`src/typed_key_hash_unit_assert.svh`:
```
// Assertion macros for the typed key hash unit.
`ifndef TYPED_KEY_HASH_UNIT_ASSERT_SVH
`define TYPED_KEY_HASH_UNIT_ASSERT_SVH

// Check that the consequent holds in the same cycle as the antecedent.
`define TKH_ASSERT_SAME(label, ante, cons) \
	label: assert property (@(posedge clk) disable iff (!arst_n) (ante) |-> (cons)) \
		else $error("typed_key_hash_unit: assertion failed");

// Check that the consequent holds in the cycle after the antecedent.
`define TKH_ASSERT_NEXT(label, ante, cons) \
	label: assert property (@(posedge clk) disable iff (!arst_n) (ante) |=> (cons)) \
		else $error("typed_key_hash_unit: assertion failed");

`endif

```
`src/tkh_pkg.sv`:
```
// Shared types, key codes and hash constants of the typed key hash unit.
package tkh_pkg;

	// Key kind codes carried on the kind port
	typedef enum logic [3:0] {
		KIND_INT32     = 4'd0,
		KIND_INT64     = 4'd1,
		KIND_DOUBLE    = 4'd2,
		KIND_FLOAT     = 4'd3,
		KIND_BOOL      = 4'd4,
		KIND_POINTER   = 4'd5,
		KIND_STR_BYTE  = 4'd6,
		KIND_EMPTY_STR = 4'd7,
		KIND_NULL_STR  = 4'd8
	} kind_t;

	// Hash constants
	localparam logic [63:0] MIX_MUL_A  = 64'hbf58_476d_1ce4_e5b9;
	localparam logic [63:0] MIX_MUL_B  = 64'h94d0_49bb_1331_11eb;
	localparam logic [63:0] FNV_BASIS  = 64'hcbf2_9ce4_8422_2325;
	localparam logic [63:0] FNV_PRIME  = 64'h0000_0100_0000_01b3;
	localparam logic [31:0] BOOL_TRUE  = 32'd1231;
	localparam logic [31:0] BOOL_FALSE = 32'd1237;

	// How a request is handled by the datapath
	typedef enum logic [1:0] {
		CLS_NONE,
		CLS_DIRECT,
		CLS_MIX,
		CLS_STR
	} item_cls_t;

	// Constant operand of the shared multiplier
	typedef enum logic [1:0] {
		K_A,
		K_B,
		K_P
	} mul_k_t;

	// Datapath operations
	typedef enum logic [2:0] {
		DP_NOP,
		DP_LOAD,
		DP_MUL,
		DP_MIX_MID,
		DP_MIX_END,
		DP_STR_MID,
		DP_STR_END
	} dp_op_t;

	// Controller states
	typedef enum logic [2:0] {
		ST_IDLE,
		ST_MUL_A,
		ST_SUM_A,
		ST_MUL_B,
		ST_SUM_B,
		ST_MUL_P,
		ST_SUM_P
	} state_t;

	// Controller to datapath
	typedef struct packed {
		dp_op_t op;
		mul_k_t k;
	} dp_cmd_t;

	// Datapath to controller
	typedef struct packed {
		item_cls_t cls;
		logic      last;
	} dp_status_t;

endpackage

```
`src/tkh_dpath.sv`:
```
// Datapath of the typed key hash unit: key decode, shared 64-bit multiplier, FNV state.
module tkh_dpath import tkh_pkg::*; (
	input  logic               clk,
	input  logic               arst_n,
	input  dp_cmd_t            cmd,
	input  logic [3:0]         kind,
	input  logic [63:0]        key_bits,
	input  logic [7:0]         string_byte,
	input  logic               first_byte,
	input  logic               last_byte,
	output dp_status_t         status,
	output logic signed [31:0] hash_value
);

	logic [63:0]        acc_q;
	logic [63:0]        x_q;
	logic [63:0]        pp_ll_q;
	logic [31:0]        pp_lh_q;
	logic [31:0]        pp_hl_q;
	logic signed [31:0] hash_q;

	item_cls_t   cls;
	logic [63:0] mix_in;
	logic [63:0] mix_pre;
	logic [63:0] str_x;
	logic [31:0] direct_val;
	logic [63:0] k_op;
	logic [63:0] ll_full;
	logic [63:0] lh_full;
	logic [63:0] hl_full;
	logic [31:0] cross_sum;
	logic [63:0] prod;
	logic [63:0] mix_mid;
	logic [63:0] mix_fin;

	// Decode the key kind into a handling class and operand
	always_comb begin
		cls        = CLS_NONE;
		mix_in     = key_bits;
		direct_val = '0;
		unique case (kind)
			KIND_INT32: begin
				cls    = CLS_MIX;
				mix_in = {{32{key_bits[31]}}, key_bits[31:0]};
			end
			KIND_INT64, KIND_POINTER: begin
				cls = CLS_MIX;
			end
			KIND_DOUBLE: begin
				// plus and minus zero hash to zero
				cls = (key_bits[62:0] == '0) ? CLS_DIRECT : CLS_MIX;
			end
			KIND_FLOAT: begin
				cls    = (key_bits[30:0] == '0) ? CLS_DIRECT : CLS_MIX;
				mix_in = {32'd0, key_bits[31:0]};
			end
			KIND_BOOL: begin
				cls        = CLS_DIRECT;
				direct_val = (key_bits[7:0] != '0) ? BOOL_TRUE : BOOL_FALSE;
			end
			KIND_STR_BYTE: begin
				cls = CLS_STR;
			end
			KIND_EMPTY_STR: begin
				cls        = CLS_DIRECT;
				direct_val = FNV_BASIS[31:0];
			end
			KIND_NULL_STR: begin
				cls = CLS_DIRECT;
			end
			default: begin
				cls = CLS_NONE;
			end
		endcase
	end

	assign mix_pre = mix_in ^ (mix_in >> 30);
	assign str_x   = (first_byte ? FNV_BASIS : acc_q) ^ {56'd0, string_byte};

	assign status.cls  = cls;
	assign status.last = last_byte;

	// Select the multiplier constant
	always_comb begin
		unique case (cmd.k)
			K_A:     k_op = MIX_MUL_A;
			K_B:     k_op = MIX_MUL_B;
			K_P:     k_op = FNV_PRIME;
			default: k_op = FNV_PRIME;
		endcase
	end

	// Form the partial products of a 64x64 multiply modulo 2^64
	assign ll_full = {32'd0, x_q[31:0]} * {32'd0, k_op[31:0]};
	assign lh_full = {32'd0, x_q[31:0]} * {32'd0, k_op[63:32]};
	assign hl_full = {32'd0, x_q[63:32]} * {32'd0, k_op[31:0]};

	// Combine the registered partial products
	assign cross_sum = pp_lh_q + pp_hl_q;
	assign prod      = pp_ll_q + {cross_sum, 32'd0};
	assign mix_mid   = prod ^ (prod >> 27);
	assign mix_fin   = prod ^ (prod >> 31);

	// Hold the string accumulator
	always_ff @(posedge clk or negedge arst_n) begin
		if (!arst_n) begin
			acc_q <= FNV_BASIS;
		end else if (cmd.op == DP_STR_MID) begin
			acc_q <= prod;
		end else if (cmd.op == DP_STR_END) begin
			acc_q <= FNV_BASIS;
		end
	end

	// Advance operand, partial products and result
	always_ff @(posedge clk) begin
		unique case (cmd.op)
			DP_LOAD: begin
				if (cls == CLS_MIX) begin
					x_q <= mix_pre;
				end
				if (cls == CLS_STR) begin
					x_q <= str_x;
				end
				if (cls == CLS_DIRECT) begin
					hash_q <= direct_val;
				end
			end
			DP_MUL: begin
				pp_ll_q <= ll_full;
				pp_lh_q <= lh_full[31:0];
				pp_hl_q <= hl_full[31:0];
			end
			DP_MIX_MID: begin
				x_q <= mix_mid;
			end
			DP_MIX_END: begin
				hash_q <= mix_fin[31:0];
			end
			DP_STR_END: begin
				hash_q <= prod[31:0];
			end
			DP_NOP, DP_STR_MID: begin
			end
			default: begin
			end
		endcase
	end

	assign hash_value = hash_q;

endmodule

```
`src/tkh_ctrl.sv`:
```
// Controller of the typed key hash unit: request sequencing and result handshake.
module tkh_ctrl import tkh_pkg::*; (
	input  logic       clk,
	input  logic       arst_n,
	input  logic       in_valid,
	output logic       in_stall,
	output logic       out_valid,
	input  logic       out_stall,
	input  dp_status_t status,
	output dp_cmd_t    cmd
);

	state_t state_q;
	state_t state_nxt;
	logic   last_q;
	logic   out_valid_q;
	logic   out_free;
	logic   in_accept;
	logic   result_load;

	assign out_free  = !out_valid_q || !out_stall;
	assign in_accept = in_valid && !in_stall;

	// Next state
	always_comb begin
		state_nxt = state_q;
		unique case (state_q)
			ST_IDLE: begin
				if (in_accept && status.cls == CLS_MIX) begin
					state_nxt = ST_MUL_A;
				end else if (in_accept && status.cls == CLS_STR) begin
					state_nxt = ST_MUL_P;
				end
			end
			ST_MUL_A: state_nxt = ST_SUM_A;
			ST_SUM_A: state_nxt = ST_MUL_B;
			ST_MUL_B: state_nxt = ST_SUM_B;
			ST_SUM_B: begin
				if (out_free) begin
					state_nxt = ST_IDLE;
				end
			end
			ST_MUL_P: state_nxt = ST_SUM_P;
			ST_SUM_P: begin
				if (!last_q || out_free) begin
					state_nxt = ST_IDLE;
				end
			end
		endcase
	end

	// Outputs and datapath commands
	always_comb begin
		in_stall    = 1'b1;
		cmd.op      = DP_NOP;
		cmd.k       = K_P;
		result_load = 1'b0;
		unique case (state_q)
			ST_IDLE: begin
				in_stall = out_valid_q && out_stall;
				if (in_valid && !(out_valid_q && out_stall)) begin
					cmd.op      = DP_LOAD;
					result_load = (status.cls == CLS_DIRECT);
				end
			end
			ST_MUL_A: begin
				cmd.op = DP_MUL;
				cmd.k  = K_A;
			end
			ST_SUM_A: begin
				cmd.op = DP_MIX_MID;
			end
			ST_MUL_B: begin
				cmd.op = DP_MUL;
				cmd.k  = K_B;
			end
			ST_SUM_B: begin
				if (out_free) begin
					cmd.op      = DP_MIX_END;
					result_load = 1'b1;
				end
			end
			ST_MUL_P: begin
				cmd.op = DP_MUL;
				cmd.k  = K_P;
			end
			ST_SUM_P: begin
				if (!last_q) begin
					cmd.op = DP_STR_MID;
				end else if (out_free) begin
					cmd.op      = DP_STR_END;
					result_load = 1'b1;
				end
			end
		endcase
	end

	// Hold state, last flag and result valid
	always_ff @(posedge clk or negedge arst_n) begin
		if (!arst_n) begin
			state_q     <= ST_IDLE;
			last_q      <= 1'b0;
			out_valid_q <= 1'b0;
		end else begin
			state_q     <= state_nxt;
			out_valid_q <= result_load || (out_valid_q && out_stall);
			if (in_accept) begin
				last_q <= status.last;
			end
		end
	end

	assign out_valid = out_valid_q;

endmodule

```
`src/typed_key_hash_unit.sv`:
```
// Top level of the typed key hash unit.
//
//  channel | handshake           | payload
//  --------+---------------------+---------------------------------------------------
//  in      | in_valid / in_stall | kind, key_bits, string_byte, first_byte, last_byte
//  out     | out_valid/out_stall | hash_value
//
// Bool, signed-zero float and double, empty and null string results load on accept.
// Mixes pass MUL_A/SUM_A/MUL_B/SUM_B, bytes MUL_P/SUM_P: one shared 64x64 multiply
// (three 32x32 partial products, then a sum) is used twice per mix and once per byte.
// Reset sets the string accumulator to the FNV-1a offset basis at once.
// A stalled result holds in_stall high until it is taken.
`include "typed_key_hash_unit_assert.svh"
module typed_key_hash_unit import tkh_pkg::*; (
	input  logic               clk,
	input  logic               arst_n,
	input  logic               in_valid,
	output logic               in_stall,
	input  logic [3:0]         kind,
	input  logic [63:0]        key_bits,
	input  logic [7:0]         string_byte,
	input  logic               first_byte,
	input  logic               last_byte,
	output logic               out_valid,
	input  logic               out_stall,
	output logic signed [31:0] hash_value
);

	dp_cmd_t    cmd;
	dp_status_t status;
	logic       in_take;
	logic       bool_hash;
	logic       result_op;

	// Sequence requests
	tkh_ctrl u_ctrl (
		.clk       (clk),
		.arst_n    (arst_n),
		.in_valid  (in_valid),
		.in_stall  (in_stall),
		.out_valid (out_valid),
		.out_stall (out_stall),
		.status    (status),
		.cmd       (cmd)
	);

	// Compute hashes
	tkh_dpath u_dpath (
		.clk         (clk),
		.arst_n      (arst_n),
		.cmd         (cmd),
		.kind        (kind),
		.key_bits    (key_bits),
		.string_byte (string_byte),
		.first_byte  (first_byte),
		.last_byte   (last_byte),
		.status      (status),
		.hash_value  (hash_value)
	);

	// Terms used by the checks
	assign in_take   = in_valid && !in_stall;
	assign bool_hash = (hash_value == BOOL_TRUE) || (hash_value == BOOL_FALSE);
	assign result_op = (cmd.op == DP_MIX_END) || (cmd.op == DP_STR_END);

	`TKH_ASSERT_NEXT(a_bool_result, in_take && kind == KIND_BOOL, out_valid && bool_hash)
	`TKH_ASSERT_NEXT(a_null_result, in_take && kind == KIND_NULL_STR, out_valid && hash_value == '0)
	`TKH_ASSERT_NEXT(a_mix_starts, in_take && kind == KIND_INT64, cmd.op == DP_MUL)
	`TKH_ASSERT_SAME(a_end_output_free, result_op, !out_valid || !out_stall)

endmodule
```
`config.mk`:
```
export PLATFORM = sky130hd
export DESIGN_NAME = typed_key_hash_unit
export DESIGN_NICKNAME = d
export VERILOG_FILES = /design/src/tkh_pkg.sv /design/src/tkh_dpath.sv /design/src/tkh_ctrl.sv /design/src/typed_key_hash_unit.sv
export VERILOG_INCLUDE_DIRS = /design/src /design/src/src
export SDC_FILE = /design/constraint.sdc
export NUM_CORES = 2
export LEC_CHECK = 0
export ABC_CLOCK_PERIOD_IN_PS = 12610
export BUFFER_PORTS_ARGS = -buffer_cell sky130_fd_sc_hd__buf_4
export CORE_MARGIN = 2
export CORE_UTILIZATION = 67
export CTS_CLUSTER_SIZE = 14
export DETAILED_ROUTE_END_ITERATION = 10
export PLACE_DENSITY = 0.91
export SLEW_MARGIN = 20
export SYNTH_ARGS = -nofsm -noshare
export SYNTH_HDL_FRONTEND = slang
export SYNTH_SLANG_ARGS = --single-unit
export TNS_END_PERCENT = 50
```
`constraint.sdc`:
```
create_clock -name clk -period 12.61 [get_ports clk]
set_input_delay 2.522 -clock clk [delete_from_list [all_inputs] [get_ports clk]]
set_output_delay 2.522 -clock clk [all_outputs]
set_load 0.02 [all_outputs]
```
== Yosys cells after proc, flatten, opt, wreduce, memory -nomap -nowiden ==
Index checks and enable logic that the tools add are counted.
W data, S select, Z words.

* Reductions and logical operators: 28
* $mul: 3
* Add/sub/neg operators: 2
* Multiplexer cells: 31
* Bitwise operators: 4
* Equality and inequality tests: 29

{| class="wikitable"
|+ Operators by type and width
! cell !! count
|-
| $pmux W64 S2 || 3
|-
| $mux W64 || 5
|-
| $pmux W32 S3 || 1
|-
| $add A64 B64 Y64 || 1
|-
| $mul A32 B32 Y32 || 2
|-
| $mul A32 B32 Y64 || 1
|-
| $pmux W32 S2 || 1
|-
| $xor A64 B34 Y64 || 1
|-
| $xor A64 B37 Y64 || 1
|-
| $xor A64 B8 Y64 || 1
|-
| $logic_not A63 Y1 || 1
|-
| $add A32 B32 Y32 || 1
|-
| $mux W32 || 1
|-
| $xor A32 B32 Y32 || 1
|-
| $logic_not A31 Y1 || 1
|-
| $mux W3 || 7
|-
| $pmux W3 S7 || 1
|-
| $eq A3 B3 Y1 const B || 6
|-
| $eq A4 B3 Y1 const B || 4
|-
| $pmux W3 S5 || 1
|-
| $eq A3 B2 Y1 const B || 4
|-
| $pmux W2 S5 || 1
|-
| $reduce_or A3 Y1 || 3
|-
| $eq A4 B2 Y1 const B || 2
|-
| 25 further kinds || 46
|}

* Word-level logic and storage cells: 106
* Register bits: 293

== Depth between registers and ports, before layout ==
* Word-level depth: 8
* Gate-level depth with buffers: 37

== Modules after synthesis ==
From an unflattened synthesis, not the netlist that was laid out.

* Cell total of the unflattened synthesis: 6338
* Area total of the unflattened synthesis: 63558.5 um^2

{| class="wikitable"
|+ By module, submodules not included
! module !! cells an instance !! area each (um^2) !! times used !! seq. area each (um^2)
|-
| tkh_dpath || 6299 || 63221.9 || 1 || 8363.0
|-
| tkh_ctrl || 39 || 336.6 || 1 || 125.1
|}

== Worst setup path after synthesis ==
OpenSTA, ideal clock, no wires.

* Kind: register -> register
* Start: register u_ctrl.state_q[1]
* End: register u_dpath.pp_hl_q[0] (enable)
* Setup time: 810 ps
* Arrival time: 10504 ps
* Period minus slack after synthesis: 11313 ps
* Slack: 1297 ps
* Stages on the path, launching flop included: 6
* Cells stage by stage: dfrtp_1 -> clkbuf_1 -> clkbuf_1 -> buf_1 -> buf_1 -> a21boi_0

* Word-level cells in the longest chain between the ends: 4
* Elaborated cells between the ends (all ways): 10
* Those cells by class: eq/ne: 7; mux: 1; reduce/logical: 2

{| class="wikitable"
|+ RTL lines
! what !! RTL line !! RTL
|-
| from (decl) || tkh_ctrl.sv:13 || <nowiki>state_t state_q;</nowiki>
|-
| from (signal assigned) || tkh_ctrl.sv:105 || <nowiki>state_q <= state_nxt;</nowiki>
|-
| $eq A3 B1 Y1 (tied with other cells) || tkh_ctrl.sv:58 || <nowiki>unique case (state_q)</nowiki>
|-
| $reduce_or A3 Y1 (no line) || n/a ||
|-
| $pmux W3 S5 (*) || tkh_ctrl.sv:58 ||
|-
| $eq A3 B2 Y1 (*) || tkh_dpath.sv:117 || <nowiki>unique case (cmd.op)</nowiki>
|-
| to (signal assigned) || tkh_dpath.sv:132 || <nowiki>pp_hl_q <= hl_full[31:0];</nowiki>
|-
| to (decl) || tkh_dpath.sv:19 || <nowiki>logic [31:0] pp_hl_q;</nowiki>
|}

Every way passes the cells marked *; elsewhere a longest branch is shown, timed or not.
A chain may end at the register's enable or synchronous reset.

== Worst setup path after layout ==
* Start: register u_ctrl.state_q[0]
* End: register u_dpath.pp_lh_q[30], data pin

* Word-level cells in the longest chain between the ends: 5
* Elaborated cells between the ends (all ways): 7
* Those cells by class: mul: 1; eq/ne: 3; mux: 2; reduce/logical: 1

{| class="wikitable"
|+ RTL lines
! what !! RTL line !! RTL
|-
| $eq A3 B2 Y1 or $eq A3 B1 Y1 (tied branches) || tkh_ctrl.sv:58 ||
|-
| $pmux W2 S2 (*) || tkh_ctrl.sv:58 ||
|-
| $eq A2 B1 Y1 or $logic_not A2 Y1 (tied branches) || tkh_dpath.sv:85 || <nowiki>unique case (cmd.k)</nowiki>
|-
| $pmux W64 S2 (*) || tkh_dpath.sv:85 ||
|-
| $mul A32 B32 Y32 (*) || tkh_dpath.sv:95 || <nowiki>assign lh_full = {32'd0, x_q[31:0]} * {32'd0, k_op[63:32]};</nowiki>
|-
| via u_dpath.lh_full[30] || tkh_dpath.sv:29 || <nowiki>logic [63:0] lh_full;</nowiki>
|-
| to (signal assigned) || tkh_dpath.sv:131 || <nowiki>pp_lh_q <= lh_full[31:0];</nowiki>
|-
| to (decl) || tkh_dpath.sv:18 || <nowiki>logic [31:0] pp_lh_q;</nowiki>
|}

The timed path passes the listed nets; every way through them passes the cells marked *.

==> results by group <==
Routing
  • Drt via density: about 6
  • WL final: roughly 210,000 um
  • Antenna viol nets, final: 0
  • Via Count: between 40,000 and 50,000
  • First drt pass iteration count: 6
  • DRC viols: 0
  • Initial DRC Count: ~4,800
  • Wire per inst: between 20 and 30 um

Hold path
  • Hold Path Depth: 2
  • Hold endpoint: u_dpath.acc_q[60]
  • Worst hold path startpoint: u_dpath.acc_q[60]
  • Worst Hold Class: reg2reg

Floorplan
  • # rows: approximately 110
  • IO Pins: 116
  • Die Height: around 310 um
  • Initial cell density of the core: 0.6769
  • Total die area: roughly 97,000 sq um
  • Core Area: between 90,000 and 100,000 sq um
  • Die width: just over 300 um

Setup path
  • CP max FO: 36
  • Critical path class: reg2reg
  • Start of the worst register-to-register path: u_ctrl.state_q[0]
  • R2R Setup Slk: ~2.2 ns
  • Crit. End Element: flop
  • Reg2reg path depth: 27
  • Critical path required time: between 10 and 15 ns
  • Crit start category: flop
  • FF-to-FF End: u_dpath.pp_lh_q[30]
  • Critical Path AT: ~11 ns

STA
  • Final Cycle Share: 0.8289
  • Worst-Margin Slew: approximately 1.3 ns
  • Relative slew margins: 0.1463
  • RSZ-0062 raised after global routing: no
  • Slack of the critical path: roughly 2.2 ns
  • Setup TNS Final: 0 ns
  • Fin. max-slew vios: 0
  • Post-Route Skew: about 0.065 ns
  • Count of final setup violators: 0
  • Tmin final: around 10 ns
  • WHS: between 0.4 and 0.5 ns
  • Final Hold Vio Count: 0
  • Fmax: 0.09567 GHz

Yosys
  • Yosys reg bits: roughly 290
  • Avg Cell Area, Syn: about 10 sq um
  • Yosys Warn Count: 0
  • Cell variety after synth: 91
  • Synth Cell Area: roughly 63,000 sq um
  • Sequential area share after synthesis: 0.1344
  • Async S/R FF share, synth: 0.2355
  • Post-synth EDFFs: ~220
  • Synth Flop Type: edfxtp_1
  • Mapped Cells: roughly 6,300

Cells and area
  • Commonest non-fill, non-tap cell in the layout: inv_1
  • Share of layout cells above drive strength 1: 0.05051
  • Nets: ~8,600
  • Most frequent cells in the layout: 1,877 x inv_1, 1,251 x fa_1, 815 x ha_1, 314 x a21oi_1, 292 x nand2_1
  • Synthesis-to-layout area growth: 5.753%
  • Cell Count, Final, Fillers Out: approximately 7,700

CTS
  • Clock Latency Late Sink: between 0.6 and 0.7 ns
  • Root Driver: clkbuf_16
  • # hold bufs at CTS: 0
  • Setup bufs post-CTS: 0
  • CTS Sinks: 293
  • Total CTS buffers: 30
  • Reg clk slew, reported paths: about 0.070 ns
  • # H-tree levels: 1
  • # resized after CTS: 0
  • Clock Tree Buf Depth: 3
  • TritonCTS clock tree: yes

GRT
  • GRT met2 Usage: 0.7157
  • Largest net degree at the start of global routing: between 70 and 80
  • Total track usage: 0.4463
  • First-pass GRT wire length: around 310,000 um
  • M1 GR Usage: 0.4934
  • Grt peak-use layer: met2
  • Initial antenna violation count: 8
  • Met3 Use GR: 0.1218
  • Vias in the first global route: between 50,000 and 60,000
  • Total grt overflow: 0

Place
  • Post-Place Setup Slack: roughly 2.6 ns
  • Placed cells: between 7,000 and 8,000
  • DP Wirelength: between 150,000 and 200,000 um
  • IO Port Bufs: between 100 and 150
  • Gpl congestion: ~1.1

Job
  • Max-capacitance violation count: 0

Status
  • Status: finished clean
## per-layer routing
| metal | routed length (um) | vias up |
|---|---|---|
| met3 | 21440 | 935 |
| met2 | 97520 | 2751 |
| met1 | 67690 | 23170 |
| met4 | 23970 | 8 |
| met5 | 60 | - |
| li1 | - | 19650 |
## through the flow
stage	cell area (sq um)	util
after global placement	65750	0.7045
final	66810	0.7159
after CTS	66780	0.7155
after global routing	66800	0.7157
after floorplan	63190	-
after detailed placement	65780	0.7048
## layout make-up
| class | count | area [sq um] |
|---|---|---|
| multi-input cells | 4026 | 47310 |
| fillers | 6845 | 26520 |
| flip-flops and latches | 293 | 8492 |
| inverters | 1879 | 7053 |
| well taps | 1254 | 1569 |
| repair buffers | 181 | 1371 |
| clock buffers | 39 | 814.5 |
| clock inverters | 16 | 187.7 |
| diodes | 6 | 15.01 |
## how the worst max path moves through the flow
stage | slack, ns | start | to | depth (start not counted)
finish | 2.16 | u_ctrl.state_q[0] | u_dpath.pp_lh_q[30] | 27
global route | 2.08 | u_ctrl.state_q[0] | u_dpath.pp_lh_q[30] | 27
CTS | 2.55 | u_ctrl.state_q[0] | u_dpath.pp_lh_q[30] | 27
detailed placement | 2.64 | u_ctrl.state_q[0] | u_dpath.pp_lh_q[30] | 29
global placement | 2.83 | u_ctrl.state_q[0] | u_dpath.pp_lh_q[30] | 29
floorplan | 1.30 | u_ctrl.state_q[1] | u_dpath.pp_hl_q[0] | 5
## state kept, by name, summed over array words and instances, names as in the netlist
| register | count |
|---|---|
| u_dpath.pp_lh_q | 32 |
| u_ctrl.last_q | 1 |
| u_ctrl.state_q | 3 |
| u_dpath.hash_value | 32 |
| u_dpath.x_q | 64 |
| u_dpath.pp_hl_q | 32 |
| u_dpath.acc_q | 64 |
| u_dpath.pp_ll_q | 64 |
| u_ctrl.out_valid | 1 |
## cells by family after synthesis
logic type / Yosys count / share of synthesized area
XOR/XNOR: 331 / 0.04622
AO/OA/AOI/OAI: 824 / 0.08647
flip-flops: 293 / 0.1344
multiplexers: 3 / 0.0004951
buffers and inverters: 2000 / 0.1189
AND/OR/NAND/NOR: 797 / 0.05565
adder cells (fa/ha/maj): 2066 / 0.5578
other: 2 / 0.0001189
## worst max-delay path, cell delays in order (launching register included)
cell and delay (ns):
dfrtp_1 0.59, nor2b_4 0.50, buf_12 0.27, nand2_1 0.26, inv_1 0.57, nand2_1 0.38
inv_1 0.58, fa_1 0.55, fa_1 0.52, fa_1 0.62, fa_1 0.57, inv_1 0.05
fa_1 0.50, inv_1 0.05, ha_1 0.31, inv_1 0.07, fa_1 0.46, fa_1 0.50
inv_1 0.04, ha_1 0.34, and4_1 0.26, a21o_1 0.14, a31oi_1 0.07, o21ai_0 0.46
a21oi_1 0.17, o31ai_1 0.32, a21oi_1 0.13, xnor2_1 0.71
## cells in the mapped netlist, types with 28 or more instances
| cell type | number | share of area |
|---|---|---|
| a21o_1 | 77 | 0.0091 |
| a21oi_1 | 314 | 0.025 |
| a22o_1 | 34 | 0.0047 |
| and2_1 | 28 | 0.0028 |
| clkbuf_1 | 107 | 0.0064 |
| dfrtp_1 | 41 | 0.016 |
| dfstp_2 | 28 | 0.012 |
| edfxtp_1 | 224 | 0.11 |
| fa_1 | 1251 | 0.40 |
| ha_1 | 815 | 0.16 |
| inv_1 | 1877 | 0.11 |
| nand2_1 | 294 | 0.017 |
| nand3_1 | 41 | 0.0032 |
| nor2_1 | 254 | 0.015 |
| nor3_1 | 51 | 0.0040 |
| o21a_1 | 41 | 0.0049 |
| o21ai_0 | 86 | 0.0068 |
| o21bai_1 | 30 | 0.0036 |
| xnor2_1 | 230 | 0.032 |
| xor2_1 | 99 | 0.014 |
Power is not shown: default switching activity piles up to over one toggle a cycle in this logic, so the estimate is an artifact.
